$ cat src/design/lcnc_pkg.sv
// Shared types, constants and digit arithmetic for the card number classifier.
`default_nettype none

package lcnc_pkg;

    localparam int DIGIT_W = 4;
    localparam int SUM_W   = 4;
    localparam int LEAD_W  = 7;

    localparam int LEN_SHORT_VISA = 13;
    localparam int LEN_AMEX       = 15;
    localparam int LEN_LONG       = 16;

    localparam logic [LEAD_W-1:0] LEAD_VISA_LO = 7'd40;
    localparam logic [LEAD_W-1:0] LEAD_VISA_HI = 7'd49;
    localparam logic [LEAD_W-1:0] LEAD_MC_LO   = 7'd51;
    localparam logic [LEAD_W-1:0] LEAD_MC_HI   = 7'd55;

    localparam logic [DIGIT_W-1:0] RADIX = 4'd10;

    typedef enum logic [1:0] {
        CLASS_INVALID    = 2'd0,
        CLASS_AMEX       = 2'd1,
        CLASS_VISA       = 2'd2,
        CLASS_MASTERCARD = 2'd3
    } card_class_t;

    // Fold a raw 4-bit code into 0..9.
    function automatic logic [DIGIT_W-1:0] fold_digit(input logic [DIGIT_W-1:0] d);
        return (d >= RADIX) ? d - RADIX : d;
    endfunction

    // Doubled Luhn digit: 2d, minus nine when it carries.
    function automatic logic [SUM_W-1:0] dbl_digit(input logic [DIGIT_W-1:0] d);
        logic [DIGIT_W:0] t;
        t = {d, 1'b0};
        return (t >= 5'd10) ? SUM_W'(t - 5'd9) : SUM_W'(t);
    endfunction

    // Sum of two values below ten, kept modulo ten.
    function automatic logic [SUM_W-1:0] add_mod10(input logic [SUM_W-1:0] s,
                                                   input logic [SUM_W-1:0] c);
        logic [SUM_W:0] t;
        t = {1'b0, s} + {1'b0, c};
        return (t >= 5'd10) ? SUM_W'(t - 5'd10) : SUM_W'(t);
    endfunction

endpackage

`default_nettype wire

$ cat src/design/luhn_card_number_classifier_core.sv
// Top level of the Luhn card number classifier.
`default_nettype none

// Card number classifier. Feed the decimal digits of a card number one word
// per cycle, most significant first, and raise last with the final digit.
// Codes above nine count as the code minus ten; zeros ahead of the first
// nonzero digit are ignored. The block keeps two running Luhn sums modulo ten
// (one per parity of the doubled positions), a digit count that saturates at
// MAX_DIGITS + 1, and the first two digits. The word carrying last produces
// exactly one card_class word: 0 invalid, 1 amex, 2 visa, 3 mastercard
// (13 digits visa, 15 amex, 16 visa on a leading 4 or mastercard on 51..55,
// anything else or a failed checksum invalid); the running state then clears
// for the next number. Words without last produce no result. Throughput is
// one digit per cycle: the state update and classification sit between the
// accumulator registers and a single output register, and the result appears
// in the cycle after the last digit is accepted. A held result may leave in the
// same cycle that the next digit enters, so digit_ready stays high while
// class_ready is high; digit_ready drops for as long as a held result is
// stalled by class_ready, and no digit is taken in those cycles.
module luhn_card_number_classifier_core import lcnc_pkg::*; #(
    parameter int MAX_DIGITS = 16
) (
    input  wire logic               clk,
    input  wire logic               rst_n,
    input  wire logic               digit_valid,
    output logic                    digit_ready,
    input  wire logic [DIGIT_W-1:0] digit,
    input  wire logic               last,
    output logic                    class_valid,
    input  wire logic               class_ready,
    output logic [1:0]              card_class
);

    localparam int CNT_MAX = MAX_DIGITS + 1;
    localparam int CNT_W   = $clog2(CNT_MAX + 1);

    // Accumulator state
    logic [SUM_W-1:0]  sum_even_reg, sum_even_next;
    logic [SUM_W-1:0]  sum_odd_reg,  sum_odd_next;
    logic [CNT_W-1:0]  count_reg,    count_next;
    logic [LEAD_W-1:0] lead_reg,     lead_next;

    // Output register
    logic              class_valid_reg, class_valid_next;
    card_class_t       card_class_reg,  card_class_next;

    logic [DIGIT_W-1:0] d;
    logic [SUM_W-1:0]   d_dbl;
    logic               take;
    logic               skip;
    logic [SUM_W-1:0]   upd_even;
    logic [SUM_W-1:0]   upd_odd;
    logic [CNT_W-1:0]   upd_count;
    logic [LEAD_W-1:0]  upd_lead;
    card_class_t        decided;

    // Stall input only when a result is held and not taken.
    assign digit_ready = !class_valid_reg || class_ready;
    assign take        = digit_valid && digit_ready;

    assign d     = fold_digit(digit);
    assign d_dbl = dbl_digit(d);
    // Drop leading zeros: they leave every piece of state alone.
    assign skip  = (count_reg == '0) && (d == '0);

    always_comb
    begin
        upd_even  = sum_even_reg;
        upd_odd   = sum_odd_reg;
        upd_count = count_reg;
        upd_lead  = lead_reg;
        if (!skip)
        begin
            // Even count means this digit sits at an even position.
            if (!count_reg[0])
            begin
                upd_even = add_mod10(sum_even_reg, d_dbl);
                upd_odd  = add_mod10(sum_odd_reg, SUM_W'(d));
            end
            else
            begin
                upd_even = add_mod10(sum_even_reg, SUM_W'(d));
                upd_odd  = add_mod10(sum_odd_reg, d_dbl);
            end
            if (count_reg == CNT_W'(0))
                upd_lead = LEAD_W'(d);
            else if (count_reg == CNT_W'(1))
                upd_lead = LEAD_W'((lead_reg << 3) + (lead_reg << 1) + LEAD_W'(d));
            if (count_reg < CNT_W'(CNT_MAX))
                upd_count = count_reg + CNT_W'(1);
        end
    end

    lcnc_classify #(
        .CNT_W (CNT_W)
    ) u_classify (
        .count      (upd_count),
        .sum_even   (upd_even),
        .sum_odd    (upd_odd),
        .lead       (upd_lead),
        .card_class (decided)
    );

    always_comb
    begin
        sum_even_next    = sum_even_reg;
        sum_odd_next     = sum_odd_reg;
        count_next       = count_reg;
        lead_next        = lead_reg;
        class_valid_next = class_valid_reg && !class_ready;
        card_class_next  = card_class_reg;
        if (take)
        begin
            if (last)
            begin
                // Emit the class and clear for the next number.
                sum_even_next    = '0;
                sum_odd_next     = '0;
                count_next       = '0;
                lead_next        = '0;
                class_valid_next = 1'b1;
                card_class_next  = decided;
            end
            else
            begin
                sum_even_next = upd_even;
                sum_odd_next  = upd_odd;
                count_next    = upd_count;
                lead_next     = upd_lead;
            end
        end
    end

    always_ff @(posedge clk or negedge rst_n)
    begin
        if (!rst_n)
        begin
            sum_even_reg    <= '0;
            sum_odd_reg     <= '0;
            count_reg       <= '0;
            lead_reg        <= '0;
            class_valid_reg <= 1'b0;
        end
        else
        begin
            sum_even_reg    <= sum_even_next;
            sum_odd_reg     <= sum_odd_next;
            count_reg       <= count_next;
            lead_reg        <= lead_next;
            class_valid_reg <= class_valid_next;
        end
    end

    // Payload only; qualified by class_valid_reg.
    always_ff @(posedge clk)
    begin
        card_class_reg <= card_class_next;
    end

    assign class_valid = class_valid_reg;
    assign card_class  = card_class_reg;

    // A last digit always leaves a result and a cleared count behind.
    a_last_emits: assert property (@(posedge clk) disable iff (!rst_n)
        take && last |=> class_valid_reg && count_reg == '0)
        else $error("last digit did not produce a result or clear state");

    // The count never climbs past its saturation point.
    a_count_sat: assert property (@(posedge clk) disable iff (!rst_n)
        count_reg <= CNT_W'(CNT_MAX))
        else $error("digit count beyond saturation");

    // Input stalls only behind a held result.
    a_stall_cause: assert property (@(posedge clk) disable iff (!rst_n)
        !digit_ready |-> class_valid_reg && !class_ready)
        else $error("input stalled without a pending result");

endmodule

`default_nettype wire

$ cat src/design/lcnc_classify.sv
// Length, Luhn and prefix decision for one complete card number.
`default_nettype none

module lcnc_classify import lcnc_pkg::*; #(
    parameter int CNT_W = 5
) (
    input  wire logic [CNT_W-1:0]  count,
    input  wire logic [SUM_W-1:0]  sum_even,
    input  wire logic [SUM_W-1:0]  sum_odd,
    input  wire logic [LEAD_W-1:0] lead,
    output card_class_t            card_class
);

    logic len_short;
    logic len_amex;
    logic len_long;
    logic luhn_ok;

    assign len_short = (count == CNT_W'(LEN_SHORT_VISA));
    assign len_amex  = (count == CNT_W'(LEN_AMEX));
    assign len_long  = (count == CNT_W'(LEN_LONG));

    // Doubled positions share the parity of the length.
    assign luhn_ok = count[0] ? (sum_odd == '0) : (sum_even == '0);

    always_comb
    begin
        card_class = CLASS_INVALID;
        if (luhn_ok)
        begin
            if (len_short)
                card_class = CLASS_VISA;
            else if (len_amex)
                card_class = CLASS_AMEX;
            else if (len_long)
            begin
                if (lead >= LEAD_VISA_LO && lead <= LEAD_VISA_HI)
                    card_class = CLASS_VISA;
                else if (lead >= LEAD_MC_LO && lead <= LEAD_MC_HI)
                    card_class = CLASS_MASTERCARD;
            end
        end
    end

endmodule

`default_nettype wire
$ cat config.mk
export PLATFORM = sky130hd
export DESIGN_NAME = luhn_card_number_classifier_core
export DESIGN_NICKNAME = d
export VERILOG_FILES = /design/src/design/lcnc_pkg.sv /design/src/design/luhn_card_number_classifier_core.sv /design/src/design/lcnc_classify.sv
export SDC_FILE = /design/constraint.sdc
export NUM_CORES = 1
export LEC_CHECK = 0
export ABC_AREA = 1
export BUFFER_PORTS_ARGS = -buffer_cell sky130_fd_sc_hd__buf_2
export CORE_MARGIN = 2
export CORE_UTILIZATION = 48
export CTS_CLUSTER_DIAMETER = 60
export CTS_CLUSTER_SIZE = 24
export DETAILED_ROUTE_END_ITERATION = 12
export MAX_ROUTING_LAYER = met4
export SLEW_MARGIN = 15
export SYNTH_ARGS = -nofsm -noshare
export SYNTH_HDL_FRONTEND = slang
export SYNTH_HIERARCHICAL = 1
export SYNTH_SLANG_ARGS = --single-unit
$ cat constraint.sdc
create_clock -name clk -period 3.6 [get_ports clk]
set_input_delay 0.54 -clock clk [delete_from_list [all_inputs] [get_ports clk]]
set_output_delay 0.54 -clock clk [all_outputs]
set_load 0.05 [all_outputs]
======== Word level (Yosys, flattened, before mapping) ========
Index checks and enable logic that the tools add are counted.
Widths: inputs -> output; s select.
word-level totals
  input port bits ......................... 9
  bits in registers ....................... 23
  logic and storage cells ................. 77
  output and inout port bits .............. 4
operators by class
  multiplexer cells ....................... 27
  add/sub/neg operators ................... 13
  reduce and logical (&&, ||, !) cells .... 14
  equality and inequality tests ........... 4
  bitwise operators ....................... 1
  $lt $le $gt $ge ......................... 11
operators by type and width
  kind                 count
  $mux 4               12
  $mux 7               4
  $ge 5x4->1 const B   5
  $sub 4x4->4 const B  6
  $add 4x4->5          4
  $mux 5               3
  $ge 7x6->1 const B   2
  $le 7x6->1 const B   2
  $logic_not 4->1      3
  $eq 5x4->1 const B   2
  $mux 2               5
  $add 7x4->7          1
  $add 7x7->7          1
  $add 5x1->5 const B  1
  $eq 5x1->1 const B   1
  $eq 5x5->1 const B   1
  $logic_and 1x1->1    5
  $logic_not 5->1      1
  $lt 5x5->1 const B   1
  $ge 4x4->1 const B   1
  $mux 1               3
  $logic_not 1->1      2
  $reduce_and 2->1     1
  $reduce_or 2->1      1
  other kinds (2)      2

======== Logic depth before layout (Yosys ltp) ========
  word-level depth ........................ 13
  mapped depth ............................ 27

======== By module ========
The synthesis kept the hierarchy.
by module, submodules not included
  module                            sequential area each (um^2)  area each (um^2)  cells each  instances
  luhn_card_number_classifier_core  585.6                        2771.4            399         1
  lcnc_classify                     0.0                          181.4             38          1

======== Least setup slack after synthesis ========
OpenSTA, ideal clock, no wires.
  kind .................................... input to register
  start point ............................. input digit[1]
  end point ............................... register card_class_reg[0] (netlist: card_class[0]), data pin
  data arrival time ....................... 3.383 ns
  cell stages on the path ................. 27
  setup slack ............................. -0.041 ns
  path buffers ............................ 0
  data required time ...................... 3.341 ns
  library setup time ...................... 0.259 ns
  cell sequence ........................... inv_1 > nand3_1 > o21a_1 > ha_1 > inv_1 > nor2_1 > o21ai_2 > xor2_1 > inv_1 > fa_1 > inv_1 > nand2_1 > nand2_1 > inv_1 > ha_1 > nand2_1 > nand3_1 > nand2_1 > nand2_1 > nand3_1 > nand2_1 > a21boi_1 > nor2_1 > nand3_1 > nand2_1 > o21ai_0 > a21oi_1
on the way
  cells in the longest elaborated chain, start to end .. 13
  elaborated cells between the ends (all ways) .. 51
  classes of those cells .................. add/sub (11); order compare (10); eq/ne (3); mux (19); bitwise (1); reduce/logical (7)
RTL lines
  item                                              RTL line                                 text
  start, declared                                   luhn_card_number_classifier_core.sv:27   input wire logic [DIGIT_W-1:0] digit,
  $sub 4x4->4 / $ge 4x4->1 (equally long branches)  lcnc_pkg.sv:30                           return (d >= RADIX) ? d - RADIX : d;
  $mux 4 (*)                                        lcnc_pkg.sv:30
  $sub 4x4->4 / $ge 5x4->1 (equally long branches)  lcnc_pkg.sv:37                           return (t >= 5'd10) ? SUM_W'(t - 5'd9) : SUM_W'(t);
  $mux 4                                            lcnc_pkg.sv:37
  $add 4x4->5                                       lcnc_pkg.sv:44                           t = {1'b0, s} + {1'b0, c};
  $sub 4x4->4 / $ge 5x4->1 (equally long branches)  lcnc_pkg.sv:45                           return (t >= 5'd10) ? SUM_W'(t - 5'd10) : SUM_W'(t);
  $mux 4                                            lcnc_pkg.sv:45
  $mux 4                                            luhn_card_number_classifier_core.sv:75   if (!count_reg[0])
  $mux 4 (*)                                        luhn_card_number_classifier_core.sv:72   if (!skip)
  named net upd_odd[2]                              luhn_card_number_classifier_core.sv:52   logic [SUM_W-1:0] upd_odd;
  $logic_not 4->1 (*)                               lcnc_classify.sv:24                      assign luhn_ok = count[0] ? (sum_odd == '0) : (sum_even == '0);
  $mux 1 (*)                                        lcnc_classify.sv:24
  $not 1->1 (no line) (*)                           --
  $reduce_or 2->1 (no line) (*)                     --
  end signal, assigned                              luhn_card_number_classifier_core.sv:157  card_class_reg <= card_class_next;
  end, declared                                     luhn_card_number_classifier_core.sv:45   card_class_t card_class_reg, card_class_next;
The timed path passes the listed nets; every way through them passes the cells marked *.
A chain may end at the register's enable or synchronous reset.

======== Final worst setup path ========
  start point ............................. input digit[1]
  end point ............................... register card_class_reg[0] (netlist: card_class[0]), data pin
on the way
  cells in the longest elaborated chain, start to end .. 13
  elaborated cells between the ends (all ways) .. 51
  classes of those cells .................. add/sub (11); order compare (10); eq/ne (3); mux (19); bitwise (1); reduce/logical (7)
RTL lines
  item                                              RTL line                                text
  $sub 4x4->4 / $ge 4x4->1 (equally long branches)  lcnc_pkg.sv:30
  $mux 4 (*)                                        lcnc_pkg.sv:30
  $sub 4x4->4 / $ge 5x4->1 (equally long branches)  lcnc_pkg.sv:37
  $mux 4                                            lcnc_pkg.sv:37
  $add 4x4->5                                       lcnc_pkg.sv:44
  $sub 4x4->4 / $ge 5x4->1 (equally long branches)  lcnc_pkg.sv:45
  $mux 4                                            lcnc_pkg.sv:45
  $mux 4                                            luhn_card_number_classifier_core.sv:75
  $mux 4 (*)                                        luhn_card_number_classifier_core.sv:72
  named net upd_even[3]                             luhn_card_number_classifier_core.sv:51  logic [SUM_W-1:0] upd_even;
  $logic_not 4->1 (*)                               lcnc_classify.sv:24
  $mux 1 (*)                                        lcnc_classify.sv:24
  $not 1->1 (no line) (*)                           --
  $reduce_or 2->1 (no line) (*)                     --
Marks and branches as above.

==> reports/qor.yml <==
finish:
  drive_gt1_share_pct: 25.94
  largest_register_ffs: 7
  mostFrequentLayoutCells: "103 x nand2_1, 63 x inv_1, 44 x nand3_1"
  fin_util_pct: 61.16
  multi_input_area_um2: 2286
  final_nets: 531
  area_growth_pct: 22.63
  antenna_cells: 0
  seq_area_um2: 585.6
  layout_commonest_cell: "nand2_1"
  final_area_um2: 3621
  fillCellCount: 568
synth:
  yosysWarningCount: 6
  ys.flop_type: "dfrtp_1"
  synth_seq_cells: 23
  avgSynthCellArea_um2: 6.757
  synth_enable_flop_cells: 2
  syn_area_um2: 2953
  async_flop_share_pct: 91.30
  seq_area_frac_synth_pct: 19.83
  synthCells: 437
  synthesis.nets: 489
  ys_types: 44
detailed_routing:
  drtIter0Drc: 129
  ant_nets: 0
  totalWireLength_um: 7511
  drc_errors: 0
  viasPerCell: 5.078
  via_count: 2808
  wire_per_inst_um: 13.58
  dr.pass1.iters: 4
critical_path:
  critPathMaxFanout: 4
  worstPathArrival_ps: 3440
  worst_ep_required_time_ps: 3630
  end_kind: "flip-flop"
  cp-start-kind: "primary input"
  critPathKind: "in -> reg"
clock_tree:
  ctsHtreeMaxLevel: 1
  hold_buffers: 0
  root_buffer: "clkbuf_8"
  cts.sink_count: 23
  cts_made_buffers: 3
  clk_latency_ps: 270
  clk_pin_slew_ps: 90
  cts_tree: "built"
  clk_path_buf_depth: 2
run_status:
  outcome: "completed"
hold_path:
  hold_class: "in -> async"
die:
  die_h_um: 82.43
  initial_core_util_pct: 49.87
  fp-row-count: 28
  die_w_um: 82.43
  die_area_um2: 6795
  coreArea_um2: 5921
  io_pins: 13
global_routing:
  grt_pass1_vias: 2668
  grt_pass1_wl_um: 12100
  grt_max_degree: 22
  track_usage_pct: 23.84
  grt-ovfl-total: 0
  antenna_found_initial: 0
timing:
  min_period_ps: 3413
  clock.fmax_mhz: 293.0
  setup_violations: 0
  fin_setup_tns_ps: 0
  hold_viol: 0
  hold_ws_ps: 222.1
  skew_ps: 3.603
  finalCritPeriodShare_pct: 94.81
  worst_pin_slew_ps: 507.0
  slew_viol_final: 0
  slew_headroom_pct: 66.20
power_and_ir_drop:
  power.density_nw_per_um2: 759.7
  p_leak_nw: 1.925
  vdd_ir_drop_max_v: 0.0004495
  report.power.total_mw: 2.751
placed_design:
  dp_hpwl_um: 5792
  placed_area_um2: 3279
  numPortBuffers: 12
  globalplace.congestion: 0.8526
job:
  max_cap_violations: 0
## cell families after synthesis
kind of cell / after synthesis / share of synthesized area (%)
AND/OR/NAND/NOR: 218 / 33.14
buffers and inverters: 84 / 11.27
AO/OA/AOI/OAI: 61 / 13.39
adder cells (fa/ha/maj): 43 / 19.75
flip-flops: 23 / 19.83
XOR/XNOR: 8 / 2.627
## critical path, cell delays in order
cell,delay [ps]
buf_6,100
inv_4,60
nand3_2,50
o21a_1,150
ha_2,210
inv_2,60
nor2_2,40
o21ai_4,220
buf_6,160
ha_4,130
inv_2,40
fa_2,370
inv_2,80
nand2_2,60
nand2_2,80
inv_2,50
ha_4,160
buf_4,130
a21oi_2,100
nand2_1,60
nand3_1,60
nand2_1,70
a21boi_1,150
nor3_1,70
nand2_1,60
nand2_1,70
o21ai_1,70
a21oi_1,50
## area by class of cell
type                       count  area share (%)
multi-input combinational    330           63.13
sequential                    23           16.17
timing repair buffer          44           8.742
inverter                      77           8.086
tap                           75           2.592
clock buffer                   3           1.140
clock inverter                 1          0.1382
## repair_timing
item                                    in CTS  in global routing
pin swaps                                    1                 24
gates cloned                                 0                  0
endpoints found under the setup margin       2                  2
setup buffers                                1                  3
gates resized for setup                      4                 62
## cells in the mapped netlist, types with 2 or more instances
| cell | count | area share [%] |
|---|---|---|
| nand2_1 | 117 | 15 |
| inv_1 | 72 | 9.2 |
| nand3_1 | 52 | 8.8 |
| ha_1 | 37 | 16 |
| nor2_1 | 28 | 3.6 |
| dfrtp_1 | 21 | 18 |
| a21oi_1 | 15 | 2.5 |
| o21ai_0 | 12 | 2.0 |
| fa_1 | 6 | 4.1 |
| a21boi_1 | 5 | 1.3 |
| o21ai_1 | 5 | 0.85 |
| o22ai_1 | 5 | 1.1 |
| clkbuf_1 | 4 | 0.51 |
| inv_2 | 4 | 0.51 |
| nor2_2 | 4 | 0.85 |
| o21ai_2 | 4 | 1.2 |
| xor2_1 | 4 | 1.2 |
| nand4_1 | 3 | 0.64 |
| o21a_1 | 3 | 0.76 |
| xnor2_1 | 3 | 0.89 |
| a21o_1 | 2 | 0.51 |
| a21oi_2 | 2 | 0.59 |
| buf_6 | 2 | 0.76 |
| edfxtp_1 | 2 | 2.0 |
| nand2_2 | 2 | 0.42 |
| nand3_2 | 2 | 0.68 |
| o211ai_1 | 2 | 0.51 |
| o2bb2ai_1 | 2 | 0.59 |
| or2_0 | 2 | 0.42 |
## worst paths after layout
path	cells after the start	slack [ps]	from	to
setup / recovery	28	190	digit[1]	card_class[0]$_DFFE_PP_
hold / removal	1	220	rst_n	lead_reg[5]$_DFFE_PN0P_
setup reg to reg	15	610	count_reg[0]$_DFFE_PN0P_	card_class[1]$_DFFE_PP_
hold reg to reg	2	530	lead_reg[6]$_DFFE_PN0P_	lead_reg[6]$_DFFE_PN0P_
max in group asynchronous	1	3030	rst_n	count_reg[0]$_DFFE_PN0P_
min in group clk	2	530	lead_reg[6]$_DFFE_PN0P_	lead_reg[6]$_DFFE_PN0P_
## per-layer routing
layer | GRT usage, % | routed length, um
met1 | 32.38 | 3662
met2 | 39.19 | 3538
met3 | 3.043 | 255
met4 | 3.000 | 55
met5 | - | 0
## report_power, final
part | total [mW] | internal, mW | switching [mW]
Sequential | 0.434 | 0.326 | 0.108
Clock | 0.169 | 0.0776 | 0.0918
Combinational | 2.15 | 0.911 | 1.24
## metrics by stage
step	worst slack (ps)	cells
after global placement	-248.3	545
after detailed placement	-338.4	545
final	187.0	553
after CTS	17.28	550
after global routing	-27.39	553
after floorplan	22.87	437
(Power assumes the default switching activity.)
